==> src/rtl/s2tm_pkg.sv <==
// Shared types, constants and helper functions of the segment-to-tube block.
// Used by s2tm_fifo, s2tm_front, s2tm_back and segment_to_tube_mesh.
// No dependencies.
package s2tm_pkg;

  // Vertex numbering width and fixed-point constants.
  localparam int unsigned INDEX_BITS   = 24;
  localparam int unsigned CORDIC_STEPS = 24;
  localparam int unsigned MIN_FACETS   = 3;
  localparam int unsigned QUEUE_DEPTH  = 2;

  localparam logic [31:0] DEFAULT_RADIUS = 32'd6554;
  localparam logic [6:0]  RESET_FACETS   = 7'd8;
  localparam logic signed [16:0] UNIT_Q15     = 17'sd32768;
  localparam logic signed [16:0] NEG_UNIT_Q15 = -17'sd32768;
  localparam logic signed [33:0] CORDIC_START = 34'sd652032874;

  // Register indexes on the configuration port.
  localparam logic REG_TUBE_RADIUS = 1'b0;
  localparam logic REG_FACET_COUNT = 1'b1;

  // One segment as it arrives.
  typedef struct packed {
    logic signed [31:0] begin_x;
    logic signed [31:0] begin_y;
    logic signed [31:0] begin_z;
    logic signed [31:0] finish_x;
    logic signed [31:0] finish_y;
    logic signed [31:0] finish_z;
    logic               restart;
  } in_item_t;

  // One facet result.
  typedef struct packed {
    logic signed [31:0]     near_x;
    logic signed [31:0]     near_y;
    logic signed [31:0]     near_z;
    logic signed [31:0]     far_x;
    logic signed [31:0]     far_y;
    logic signed [31:0]     far_z;
    logic [INDEX_BITS-1:0]  quad_a;
    logic [INDEX_BITS-1:0]  quad_b;
    logic [INDEX_BITS-1:0]  quad_c;
    logic [INDEX_BITS-1:0]  quad_d;
    logic                   last_facet;
  } out_item_t;

  // A classified segment: endpoints plus the rotation factors in Q15.
  typedef struct packed {
    logic signed [31:0] begin_x;
    logic signed [31:0] begin_y;
    logic signed [31:0] begin_z;
    logic signed [31:0] finish_x;
    logic signed [31:0] finish_y;
    logic signed [31:0] finish_z;
    logic signed [16:0] sz;
    logic signed [16:0] cz;
    logic signed [16:0] cy;
    logic signed [16:0] m02;
    logic signed [16:0] m12;
    logic               restart;
  } job_t;

  // Round a Q15-scaled product to the nearest, halves going up.
  function automatic logic signed [63:0] rnd15(input logic signed [63:0] v);
    return (v + 64'sd16384) >>> 15;
  endfunction

  // CORDIC arctangent steps, in units of 2^-32 turn.
  function automatic logic [29:0] atan_turns(input logic [4:0] idx);
    logic [29:0] val;
    case (idx)
      5'd0:    val = 30'd536870912;
      5'd1:    val = 30'd316933406;
      5'd2:    val = 30'd167458907;
      5'd3:    val = 30'd85004756;
      5'd4:    val = 30'd42667331;
      5'd5:    val = 30'd21354465;
      5'd6:    val = 30'd10679838;
      5'd7:    val = 30'd5340245;
      5'd8:    val = 30'd2670163;
      5'd9:    val = 30'd1335087;
      5'd10:   val = 30'd667544;
      5'd11:   val = 30'd333772;
      5'd12:   val = 30'd166886;
      5'd13:   val = 30'd83443;
      5'd14:   val = 30'd41722;
      5'd15:   val = 30'd20861;
      5'd16:   val = 30'd10430;
      5'd17:   val = 30'd5215;
      5'd18:   val = 30'd2608;
      5'd19:   val = 30'd1304;
      5'd20:   val = 30'd652;
      5'd21:   val = 30'd326;
      5'd22:   val = 30'd163;
      5'd23:   val = 30'd81;
      default: val = 30'd0;
    endcase
    return val;
  endfunction

endpackage

==> src/rtl/s2tm_front.sv <==
// Front part: accepts a segment and derives the rotation factors of its
// direction with a shared normalizer, square-root and divider sequence.
// Depends on s2tm_pkg (in_item_t, job_t, rnd15, Q15 constants).
module s2tm_front (
  input  logic                 clk_i,
  input  logic                 rst_ni,
  input  logic                 in_valid_i,
  output logic                 in_ready_o,
  input  s2tm_pkg::in_item_t   in_data_i,
  output logic                 push_valid_o,
  input  logic                 push_ready_i,
  output s2tm_pkg::job_t       push_data_o
);

  typedef enum logic [2:0] {
    F_IDLE, F_DIFF, F_NORM, F_SQR, F_ROOT, F_DIV, F_PROD, F_PUSH
  } fstate_e;

  fstate_e             state_q, state_d;
  s2tm_pkg::in_item_t  in_q, in_d;
  logic [2:0]          dneg_q, dneg_d;
  logic [32:0]         mag_q [3];
  logic [32:0]         mag_d [3];
  logic [32:0]         t_q [3];
  logic [32:0]         t_d [3];
  logic                pass_q, pass_d;
  logic [4:0]          cnt_q, cnt_d;
  logic [59:0]         sq0_q, sq0_d;
  logic [60:0]         sxy_q, sxy_d;
  logic [61:0]         rv_q, rv_d;
  logic [62:0]         rres_q, rres_d, rbit_q, rbit_d;
  logic                ridx_q, ridx_d;
  logic [31:0]         hxyz_q, hxyz_d, hxy_q, hxy_d;
  logic [31:0]         drem_q, drem_d;
  logic [15:0]         dquo_q, dquo_d;
  logic                didx_q, didx_d;
  logic signed [16:0]  sy_q, sy_d, cy_q, cy_d, sz_q, sz_d, cz_q, cz_d;
  logic signed [16:0]  m02_q, m02_d, m12_q, m12_d;

  logic signed [32:0]  dif [3];
  logic                norm_big, norm_small;
  logic [29:0]         sq_op;
  logic [59:0]         sq;
  logic [62:0]         rsum;
  logic                rge;
  logic [61:0]         rv_n;
  logic [62:0]         rres_n;
  logic [31:0]         dnum, dden;
  logic                dneg;
  logic [47:0]         dn_init;
  logic [32:0]         dr2;
  logic                dge;
  logic [15:0]         dquo_n;
  logic [16:0]         qmag;
  logic signed [16:0]  qres;
  logic signed [33:0]  pm;
  logic signed [16:0]  mres;

  assign in_ready_o   = (state_q == F_IDLE);
  assign push_valid_o = (state_q == F_PUSH);

  // Job record handed to the queue.
  always_comb begin
    push_data_o.begin_x  = in_q.begin_x;
    push_data_o.begin_y  = in_q.begin_y;
    push_data_o.begin_z  = in_q.begin_z;
    push_data_o.finish_x = in_q.finish_x;
    push_data_o.finish_y = in_q.finish_y;
    push_data_o.finish_z = in_q.finish_z;
    push_data_o.sz       = sz_q;
    push_data_o.cz       = cz_q;
    push_data_o.cy       = cy_q;
    push_data_o.m02      = m02_q;
    push_data_o.m12      = m12_q;
    push_data_o.restart  = in_q.restart;
  end

  // Direction vector, 33 bits signed.
  assign dif[0] = {in_q.finish_x[31], in_q.finish_x} - {in_q.begin_x[31], in_q.begin_x};
  assign dif[1] = {in_q.finish_y[31], in_q.finish_y} - {in_q.begin_y[31], in_q.begin_y};
  assign dif[2] = {in_q.finish_z[31], in_q.finish_z} - {in_q.begin_z[31], in_q.begin_z};

  // Normalizer tests: largest magnitude at or above 2^30, or below 2^29.
  assign norm_big   = (|t_q[0][32:30]) || (|t_q[1][32:30]) || (|t_q[2][32:30]);
  assign norm_small = !((|t_q[0][32:29]) || (|t_q[1][32:29]) || (|t_q[2][32:29]));

  // Squarer, one component per cycle.
  assign sq_op = t_q[cnt_q[1:0]][29:0];
  assign sq    = 60'(sq_op) * 60'(sq_op);

  // One step of the bitwise integer square root.
  assign rsum   = rres_q + rbit_q;
  assign rge    = ({1'b0, rv_q} >= rsum);
  assign rv_n   = rge ? (rv_q - rsum[61:0]) : rv_q;
  assign rres_n = rge ? ((rres_q >> 1) + rbit_q) : (rres_q >> 1);

  // Divider operands: pass 0 gives sy and cy, pass 1 gives sz and cz.
  always_comb begin
    dden = pass_q ? hxy_q : hxyz_q;
    case ({pass_q, didx_q})
      2'b00:   begin dnum = t_q[2][31:0]; dneg = dneg_q[2]; end
      2'b01:   begin dnum = hxy_q;        dneg = 1'b0;      end
      2'b10:   begin dnum = t_q[1][31:0]; dneg = dneg_q[1]; end
      default: begin dnum = t_q[0][31:0]; dneg = dneg_q[0]; end
    endcase
  end

  // Restoring divider, one quotient bit per cycle.
  assign dn_init = 48'({dnum, 15'b0}) + 48'(dden >> 1);
  assign dr2     = {drem_q, dquo_q[15]};
  assign dge     = (dr2 >= {1'b0, dden});
  assign dquo_n  = {dquo_q[14:0], dge};
  always_comb begin
    if (dden == '0) begin
      qmag = '0;
    end else if ({1'b0, dquo_n} > 17'd32768) begin
      qmag = 17'd32768;
    end else begin
      qmag = {1'b0, dquo_n};
    end
    qres = dneg ? -$signed(qmag) : $signed(qmag);
  end

  // Matrix entries -cz*sy and -sz*sy.
  assign pm   = (cnt_q[0] ? sz_q : cz_q) * sy_q;
  assign mres = 17'(-s2tm_pkg::rnd15(64'(pm)));

  // Sequencer.
  always_comb begin
    state_d = state_q;
    in_d    = in_q;
    dneg_d  = dneg_q;
    mag_d   = mag_q;
    t_d     = t_q;
    pass_d  = pass_q;
    cnt_d   = cnt_q;
    sq0_d   = sq0_q;
    sxy_d   = sxy_q;
    rv_d    = rv_q;
    rres_d  = rres_q;
    rbit_d  = rbit_q;
    ridx_d  = ridx_q;
    hxyz_d  = hxyz_q;
    hxy_d   = hxy_q;
    drem_d  = drem_q;
    dquo_d  = dquo_q;
    didx_d  = didx_q;
    sy_d    = sy_q;
    cy_d    = cy_q;
    sz_d    = sz_q;
    cz_d    = cz_q;
    m02_d   = m02_q;
    m12_d   = m12_q;
    case (state_q)
      F_IDLE: begin
        if (in_valid_i) begin
          in_d    = in_data_i;
          state_d = F_DIFF;
        end
      end
      F_DIFF: begin
        for (int i = 0; i < 3; i++) begin
          dneg_d[i] = dif[i][32];
          mag_d[i]  = dif[i][32] ? 33'(-dif[i]) : 33'(dif[i]);
          t_d[i]    = mag_d[i];
        end
        // Degenerate directions keep the identity-like defaults.
        sy_d   = '0;
        cy_d   = s2tm_pkg::UNIT_Q15;
        sz_d   = '0;
        cz_d   = s2tm_pkg::NEG_UNIT_Q15;
        pass_d = 1'b0;
        cnt_d  = '0;
        if ((mag_d[0] | mag_d[1] | mag_d[2]) != '0) begin
          state_d = F_NORM;
        end else begin
          state_d = F_PROD;
        end
      end
      F_NORM: begin
        if (norm_big) begin
          for (int i = 0; i < 3; i++) t_d[i] = t_q[i] >> 1;
        end else if (norm_small) begin
          for (int i = 0; i < 3; i++) t_d[i] = t_q[i] << 1;
        end else begin
          cnt_d   = '0;
          state_d = F_SQR;
        end
      end
      F_SQR: begin
        cnt_d = cnt_q + 1'b1;
        if (cnt_q == 5'd0) begin
          sq0_d = sq;
        end else if (cnt_q == 5'd1) begin
          sxy_d = 61'(sq0_q) + 61'(sq);
        end else begin
          // Root of the full sum first in pass 0, then of the x-y sum.
          rv_d    = 62'(sxy_q) + 62'(sq);
          rres_d  = '0;
          rbit_d  = 63'(1) << 62;
          ridx_d  = pass_q;
          cnt_d   = '0;
          state_d = F_ROOT;
        end
      end
      F_ROOT: begin
        rv_d   = rv_n;
        rres_d = rres_n;
        rbit_d = rbit_q >> 2;
        cnt_d  = cnt_q + 1'b1;
        if (cnt_q == 5'd31) begin
          cnt_d = '0;
          if (!ridx_q) begin
            hxyz_d = rres_n[31:0];
            rv_d   = 62'(sxy_q);
            rres_d = '0;
            rbit_d = 63'(1) << 62;
            ridx_d = 1'b1;
          end else begin
            hxy_d   = rres_n[31:0];
            didx_d  = 1'b0;
            state_d = F_DIV;
          end
        end
      end
      F_DIV: begin
        cnt_d = cnt_q + 1'b1;
        if (cnt_q == 5'd0) begin
          drem_d = dn_init[47:16];
          dquo_d = dn_init[15:0];
        end else begin
          drem_d = dge ? 32'(dr2 - {1'b0, dden}) : dr2[31:0];
          dquo_d = dquo_n;
          if (cnt_q == 5'd16) begin
            cnt_d = '0;
            case ({pass_q, didx_q})
              2'b00:   sy_d = qres;
              2'b01:   cy_d = qres;
              2'b10:   sz_d = qres;
              default: cz_d = qres;
            endcase
            if (!didx_q) begin
              didx_d = 1'b1;
            end else if (!pass_q && ((mag_q[0] | mag_q[1]) != '0)) begin
              // Second pass on the x-y projection.
              t_d[0]  = mag_q[0];
              t_d[1]  = mag_q[1];
              t_d[2]  = '0;
              pass_d  = 1'b1;
              state_d = F_NORM;
            end else begin
              state_d = F_PROD;
            end
          end
        end
      end
      F_PROD: begin
        cnt_d = cnt_q + 1'b1;
        if (cnt_q[0]) begin
          m12_d   = mres;
          state_d = F_PUSH;
        end else begin
          m02_d = mres;
        end
      end
      F_PUSH: begin
        if (push_ready_i) begin
          state_d = F_IDLE;
        end
      end
      default: state_d = F_IDLE;
    endcase
  end

  always_ff @(posedge clk_i or negedge rst_ni) begin
    if (!rst_ni) begin
      state_q <= F_IDLE;
    end else begin
      state_q <= state_d;
    end
  end

  // Datapath registers need no reset.
  always_ff @(posedge clk_i) begin
    in_q   <= in_d;
    dneg_q <= dneg_d;
    mag_q  <= mag_d;
    t_q    <= t_d;
    pass_q <= pass_d;
    cnt_q  <= cnt_d;
    sq0_q  <= sq0_d;
    sxy_q  <= sxy_d;
    rv_q   <= rv_d;
    rres_q <= rres_d;
    rbit_q <= rbit_d;
    ridx_q <= ridx_d;
    hxyz_q <= hxyz_d;
    hxy_q  <= hxy_d;
    drem_q <= drem_d;
    dquo_q <= dquo_d;
    didx_q <= didx_d;
    sy_q   <= sy_d;
    cy_q   <= cy_d;
    sz_q   <= sz_d;
    cz_q   <= cz_d;
    m02_q  <= m02_d;
    m12_q  <= m12_d;
  end

endmodule

==> config.mk <==
export PLATFORM = sky130hd
export DESIGN_NAME = s2tm_front
export DESIGN_NICKNAME = d
export VERILOG_FILES = /design/src/rtl/s2tm_pkg.sv /design/src/rtl/s2tm_front.sv
export SDC_FILE = /design/constraint.sdc
export NUM_CORES = 2
export LEC_CHECK = 0
export ABC_AREA = 0
export BUFFER_PORTS_ARGS = -buffer_cell sky130_fd_sc_hd__buf_4
export CAP_MARGIN = 15
export CORE_AREA = 2 2 383 385
export CTS_BUF_LIST = sky130_fd_sc_hd__clkbuf_4
export DETAILED_ROUTE_END_ITERATION = 7
export DIE_AREA = 0 0 385 387
export GPL_TIMING_DRIVEN = 0
export HOLD_SLACK_MARGIN = 0.05
export PLACE_DENSITY_LB_ADDON = 0.12
export SLEW_MARGIN = 20
export SYNTH_ARGS = -nofsm -noshare
export SYNTH_HDL_FRONTEND = slang
export SYNTH_SLANG_ARGS = --single-unit
export TNS_END_PERCENT = 30
==> constraint.sdc <==
create_clock -name clk_i -period 13.04 [get_ports clk_i]
set_input_delay 3.26 -clock clk_i [delete_from_list [all_inputs] [get_ports clk_i]]
set_output_delay 3.26 -clock clk_i [all_outputs]
set_load 0.005 [all_outputs]
* Yosys cells after proc, flatten, opt, wreduce, memory -nomap -nowiden
Index checks and enable logic that the tools add are counted.
** Operators by class
- Add/subtract/negate cells :: 17
- Multipliers :: 2
- $lt $le $gt $ge :: 4
- Eq/ne operators :: 30
- Multiplexer cells :: 93
- Bitwise logic cells :: 7
- Reductions and logical operators :: 42
** Operators with widths (count)
- 99-bit 2-to-1 mux :: 6
- 63-bit 2-to-1 mux :: 9
- 62-bit 2-to-1 mux :: 5
- 99-bit one-hot mux with 3 select lines :: 1
- 63-bit one-hot mux with 2 select lines :: 2
- 17-bit 2-to-1 mux :: 13
- 17-bit one-hot mux with 2 select lines :: 4
- 62-bit one-hot mux with 2 select lines :: 1
- 33-bit 2-to-1 mux :: 3
- 33-bit negator :: 3
- 33-bit OR :: 3
- 32-bit by 32-bit subtractor with 33-bit output :: 3
- 32-bit 2-to-1 mux :: 3
- 32-bit one-hot mux with 3 select lines :: 1
- 33-bit binary-select mux with 2-bit select :: 1
- 33-bit nonzero test :: 2
- 62-bit by 63-bit adder with 63-bit output :: 1
- 63-bit adder :: 1
- 62-bit by 63-bit greater-or-equal comparator with 1-bit output :: 1
- 61-bit by 60-bit adder with 62-bit output :: 1
- 62-bit subtractor :: 1
- 60-bit by 60-bit adder with 61-bit output :: 1
- 30-bit by 30-bit multiplier with 60-bit output :: 1
- 30-bit 2-to-1 mux :: 2
- 48 further kinds :: 126
** Storage, ports and cells
- Flip-flop bits (word level) :: 895
- Bits of input ports :: 197
- Word-level logic and storage cells :: 228

* Logic depth before layout (Yosys ltp)
- Depth in word-level cells :: 11
- Mapped depth :: 52
- Depth with buffers taken out :: 49

* Worst setup path after synthesis
No wires, ideal clock.
- Path type :: register to register
- Start :: register cnt_q[1]
- End :: register sxy_q[59] (data pin)
- Setup time :: 258 ps
- Arrival :: 10961 ps
- Data required time :: 12782 ps
- Slack :: 1821 ps
- Cell stages (with the launch flop) :: 47
- Path buffers :: 3
- Period minus slack after synthesis :: 11219 ps
- Cell sequence :: edfxtp_1 -> clkbuf_1 -> buf_1 -> mux2i_1 -> nor2_1 -> a21oi_1 -> inv_1 -> clkbuf_1 -> nand2_1 -> fa_1 -> fa_1 -> inv_1 -> fa_1 -> inv_1 -> fa_1 -> inv_1 -> fa_1 -> fa_1 -> [11 not listed] -> a21oi_1 -> o21bai_1 -> a21o_1 -> a21oi_1 -> xnor2_1 -> ha_1 -> and3_1 -> nand2_1 -> or3_1 -> a2111oi_0 -> o21ai_0 -> o21ai_0 -> a31o_2 -> o211a_1 -> o21a_1 -> o21a_1 -> nor2_1 -> xnor2_1
** On the way
- Cells in the longest elaborated chain, start to end :: 6
** Ends and longest elaborated chain
- from (decl) :: line s2tm_front.sv:27 : logic [4:0] cnt_q, cnt_d;
- from (signal assigned) :: line s2tm_front.sv:290 : cnt_q <= cnt_d;
- 2-bit inverter with 3-bit output (not written as such) :: line s2tm_front.sv:88 : assign sq_op = t_q[cnt_q[1:0]][29:0];
- 33-bit binary-select mux with 2-bit select :: line s2tm_front.sv:88
- 30-bit 2-to-1 mux (not written as such) (2 in series) :: line s2tm_front.sv:88
- 30-bit by 30-bit multiplier with 60-bit output :: line s2tm_front.sv:89 : assign sq = 60'(sq_op) * 60'(sq_op);
- via sq[29] :: line s2tm_front.sv:43 : logic [59:0] sq;
- 60-bit by 60-bit adder with 61-bit output :: line s2tm_front.sv:195 : sxy_d = 61'(sq0_q) + 61'(sq);
- to (signal assigned) :: line s2tm_front.sv:292 : sxy_q <= sxy_d;
- to (decl) :: line s2tm_front.sv:29 : logic [60:0] sxy_q, sxy_d;
The timed path passes the listed nets, and every way through them passes these cells. The select of a mux whose other input is x is not followed.
A chain may end at the register's enable or synchronous reset.

* Final worst setup path
- Start :: register cnt_q[0]
- End :: register rv_q[59] (data pin)
** On the way
- Cells in the longest elaborated chain, start to end :: 9
- Elaborated cells between the ends (all ways) :: 11
- Those cells by class :: 1 x add/sub; 1 x mul; 1 x eq/ne; 7 x mux; 1 x bitwise
** Ends and longest elaborated chain
- 2-bit inverter with 3-bit output (not written as such) :: line s2tm_front.sv:88
- 33-bit binary-select mux with 2-bit select :: line s2tm_front.sv:88
- 30-bit 2-to-1 mux (not written as such) (2 in series) :: line s2tm_front.sv:88
- 30-bit by 30-bit multiplier with 60-bit output :: line s2tm_front.sv:89
- via sq[36] :: line s2tm_front.sv:43
- 61-bit by 60-bit adder with 62-bit output :: line s2tm_front.sv:198 : rv_d = 62'(sxy_q) + 62'(sq);
- 62-bit 2-to-1 mux :: line s2tm_front.sv:194 : end else if (cnt_q == 5'd1) begin
- 62-bit 2-to-1 mux :: line s2tm_front.sv:192 : if (cnt_q == 5'd0) begin
- 62-bit one-hot mux with 2 select lines :: line s2tm_front.sv:154 : case (state_q)
- via rv_d[59] :: line s2tm_front.sv:30 : logic [61:0] rv_q, rv_d;
- to (signal assigned) :: line s2tm_front.sv:293 : rv_q <= rv_d;
- to (decl) :: line s2tm_front.sv:30
The timed path passes the listed nets, and every way through them passes these cells. The select of a mux whose other input is x is not followed.

==> results.yml <==
global_route:
  grt_start_max_net_pins: 64
  grt_first_pass_wirelength_um: 464000
  antenna_found_initial: 16
  grt.total_usage: 0.412
  overflow: 0
  number_of_global_route_vias_before_repair: 78900
floorplan:
  design.core.area_sq_mm: 0.145
  vert_die_dim_um: 387
  fp-row-count: 140
  boundary_pins: 477
  die-width_um: 385
  die_area_sq_mm: 0.149
  floorplan.initialDensity: 0.647
synth:
  postSynthNetCount: 11600
  count_of_cell_types_in_the_netlist: 108
  syn-cell-area_sq_mm: 0.0938
  synth_ff_type: "edfxtp_1"
  synth_edf_count: 860
  synthesis.area_per_instance_sq_um: 9.67
  synthArstFlopShare: 0.00348
  yosys.cell_count.top_type: "inv_1"
  synth.yosys.seq_area_share: 0.276
  ys_top_cells_by_area: "edfxtp_1 28%, fa_1 21%, ha_1 9.8%"
  postSynthCellCount: 9693
  yosys_warnings: 0
  yosysTopAreaCellShare: 0.275
  synth_common_cells: "1407 x inv_1, 985 x fa_1, 935 x nand2_1"
  yosys.area.top_type: "edfxtp_1"
  ys_ff_latch: 863
placed_design:
  place_ws_ps: -1710
  gp_routability_congestion: 1.02
  io_buffers: 476
  place.detailed.hpwl_um: 250000
  dpl-instance-area_sq_mm: 0.101
sta:
  max_slew_margin: 0.172
  finalWorstSetupSlack_ps: 414
  timing.hold.ws_ps: 549
  finalHoldViolCount: 0
  clock.fmax_mhz: 79.2
  final_period_minus_worst_setup_slack_ps: 12630
  worstMarginPinSlew_ps: 1240
  skew_ps: 123
  maxSlewViolCount: 0
  finalCritPeriodShare: 0.968
  setup-violations-final: 0
setup_path:
  arrival_ps: 13620
  crit_cells: 48
  path_delay_family: "adder cells"
  worst_ep_required_time_ps: 14030
  critical_path.max_fanout: 10
  criticalPathCategory: "register to register"
  cp_common_cell: "fa_1"
  worst_r2r_setup_slack_ps: 410
  timing.critical_path.buf_inv: 9
  crit_path_top_delay_cell: "or4_1"
  r2r_cells: 48
  crit_path_max_cell_delay_ps: 550
  worst_setup_path_end_kind: "register"
  startpoint_class_of_the_critical_path: "register"
status:
  outcome: "finished, violations left"
  failed_checks: "DRC"
job:
  drv.max_cap_violation_count: 0
route:
  detailed_route_vias_per_instance: 6.29
  total_routed_length_um: 308000
  drt-pass1-iter-count: 8
  first_iter_violations: 8493
  post-route-drc-count: 1
  ant_nets: 0
  vias: 78700
  average_wire_per_standard_cell_um: 24.6
hold_path:
  min-delay-path-class: "register to register"
  hold_path_depth: 1
pwr:
  power.density_cell_area_mw_per_mm2: 52.9
  ir_worst_vdd_uv: 119
  totalPowerFinal_w: 0.00550
  leakage_nw: 47.4
clock_tree:
  clock_slew_at_reported_path_ffs_ps: 60
  clockBufferDepth: 3
  worst_skew_pair.late_latency_ps: 1310
  tritoncts: "yes"
  tritoncts_num_sinks: 863
  clockRootBuffer: "clkbuf_4"
  tritoncts.num_buffers: 221
  cts.htree.levels: 4
layout:
  finish.net_count: 12300
  design_area_sq_mm: 0.104
  area_growth_syn_to_layout_pct: 10.8
  finish.utilization: 0.717
  drive_above_1_share: 0.110
[flip-flops by register name, summed over array words and instances (netlist names), 16 cells and up]
signal / count
rres_q: 63
dquo_q: 16
hxyz_q: 32
rbit_q: 32
sy_q: 17
t_q: 99
sxy_q: 61
m02_q: 17
mag_q: 66
drem_q: 32
sq0_q: 59
cz_q: 17
cy_q: 17
rv_q: 62
hxy_q: 32
sz_q: 17
m12_q: 17
push_data_o: 193
[per-stage QoR]
step           setup TNS (ps)  std cells
5_1_grt                  -131      12500
3_3_place_gp           -67080      12100
4_1_cts                     0      12500
3_5_place_dp           -50330      12100
2_1_floorplan               0       9693
6_report                    0      12500
[cell type report]
| class | count | area (sq um) |
|---|---|---|
| flip-flops and latches | 863 | 25900 |
| fillers | 10800 | 41000 |
| repair buffers | 525 | 4320 |
| well taps | 1917 | 2400 |
| inverters | 1419 | 5360 |
| plain buffers | 340 | 1410 |
| multi-input cells | 7060 | 61600 |
| diodes | 12 | 30.0 |
| clock inverters | 71 | 494 |
| clock buffers | 314 | 2360 |
[worst reg2reg max path: cells and delay by family (launching register included)]
kind	cells	cell delay [ps]
compound gates	19	3940
xor+xnor	1	290
fa+ha+maj	10	4450
buf+inv	9	1560
flops	1	430
simple gates	9	1730
[report_power, final]
part	internal [W]	switching, W
sequential	0.00301	0
clock	0.00117	0.00127
combinational	0.0000364	0.0000102
[what timing repair did]
item / 4_1_cts / 5_1_grt
setup buffers: 0 / 11
setup endpoints to repair: 53 / 36
resized for setup: 62 / 158
pin swaps: 0 / 1
hold buffers: 0 / 0
[final timing paths]
path,start,to
min reg2reg,sq0_q[0],sxy_q[0]
min,sq0_q[0],sxy_q[0]
min in group asynchronous,rst_ni,state_q[2]
max,cnt_q[0],rv_q[59]
max reg2reg,cnt_q[0],rv_q[59]
max in group asynchronous,rst_ni,state_q[0]
[per-layer routing]
metal	GRT usage	vias to the layer above	wire, um
li1	-	34700	-
met4	0.236	16	20500
met5	0	-	115
met2	0.634	4818	137000
met3	0.115	1043	36400
met1	0.524	38100	113000
[cell usage in the layout (no fill, tap or decap), drive strengths merged, types with 45 or more instances in the layout]
cell    Yosys  final
buf        37    569
nand2b     79     79
or3        57     57
a211oi     90     90
edfxtp    860    860
a21o      209    209
and2      180    180
o22ai      49     49
a221o      67     67
nand3     111    111
xor2      248    248
o21ai     377    377
a21oi     579    579
a22oi      45     45
nor2b      93     93
fa        985    985
o21bai     61     61
clkbuf    314    610
and3       79     79
nand2     935    935
o21a       50     50
ha        731    731
a31oi     116    116
nand4      80     80
nor4       63     63
clkinv      9     60
nor2      682    682
nor3      140    140
xnor2     339    339
mux2i     120    120
inv      1410   1422
[kinds of logic after synthesis]
group,count (synthesis),share of synthesized area
AND/OR/NAND/NOR,2636,0.132
XOR/XNOR,588,0.0551
buffers and inverters,1770,0.0709
multiplexers,175,0.0233
adder cells (fa/ha/maj),1716,0.308
AO/OA/AOI/OAI,1945,0.135
flip-flops,863,0.276
Power figures use the tool's default switching activity.
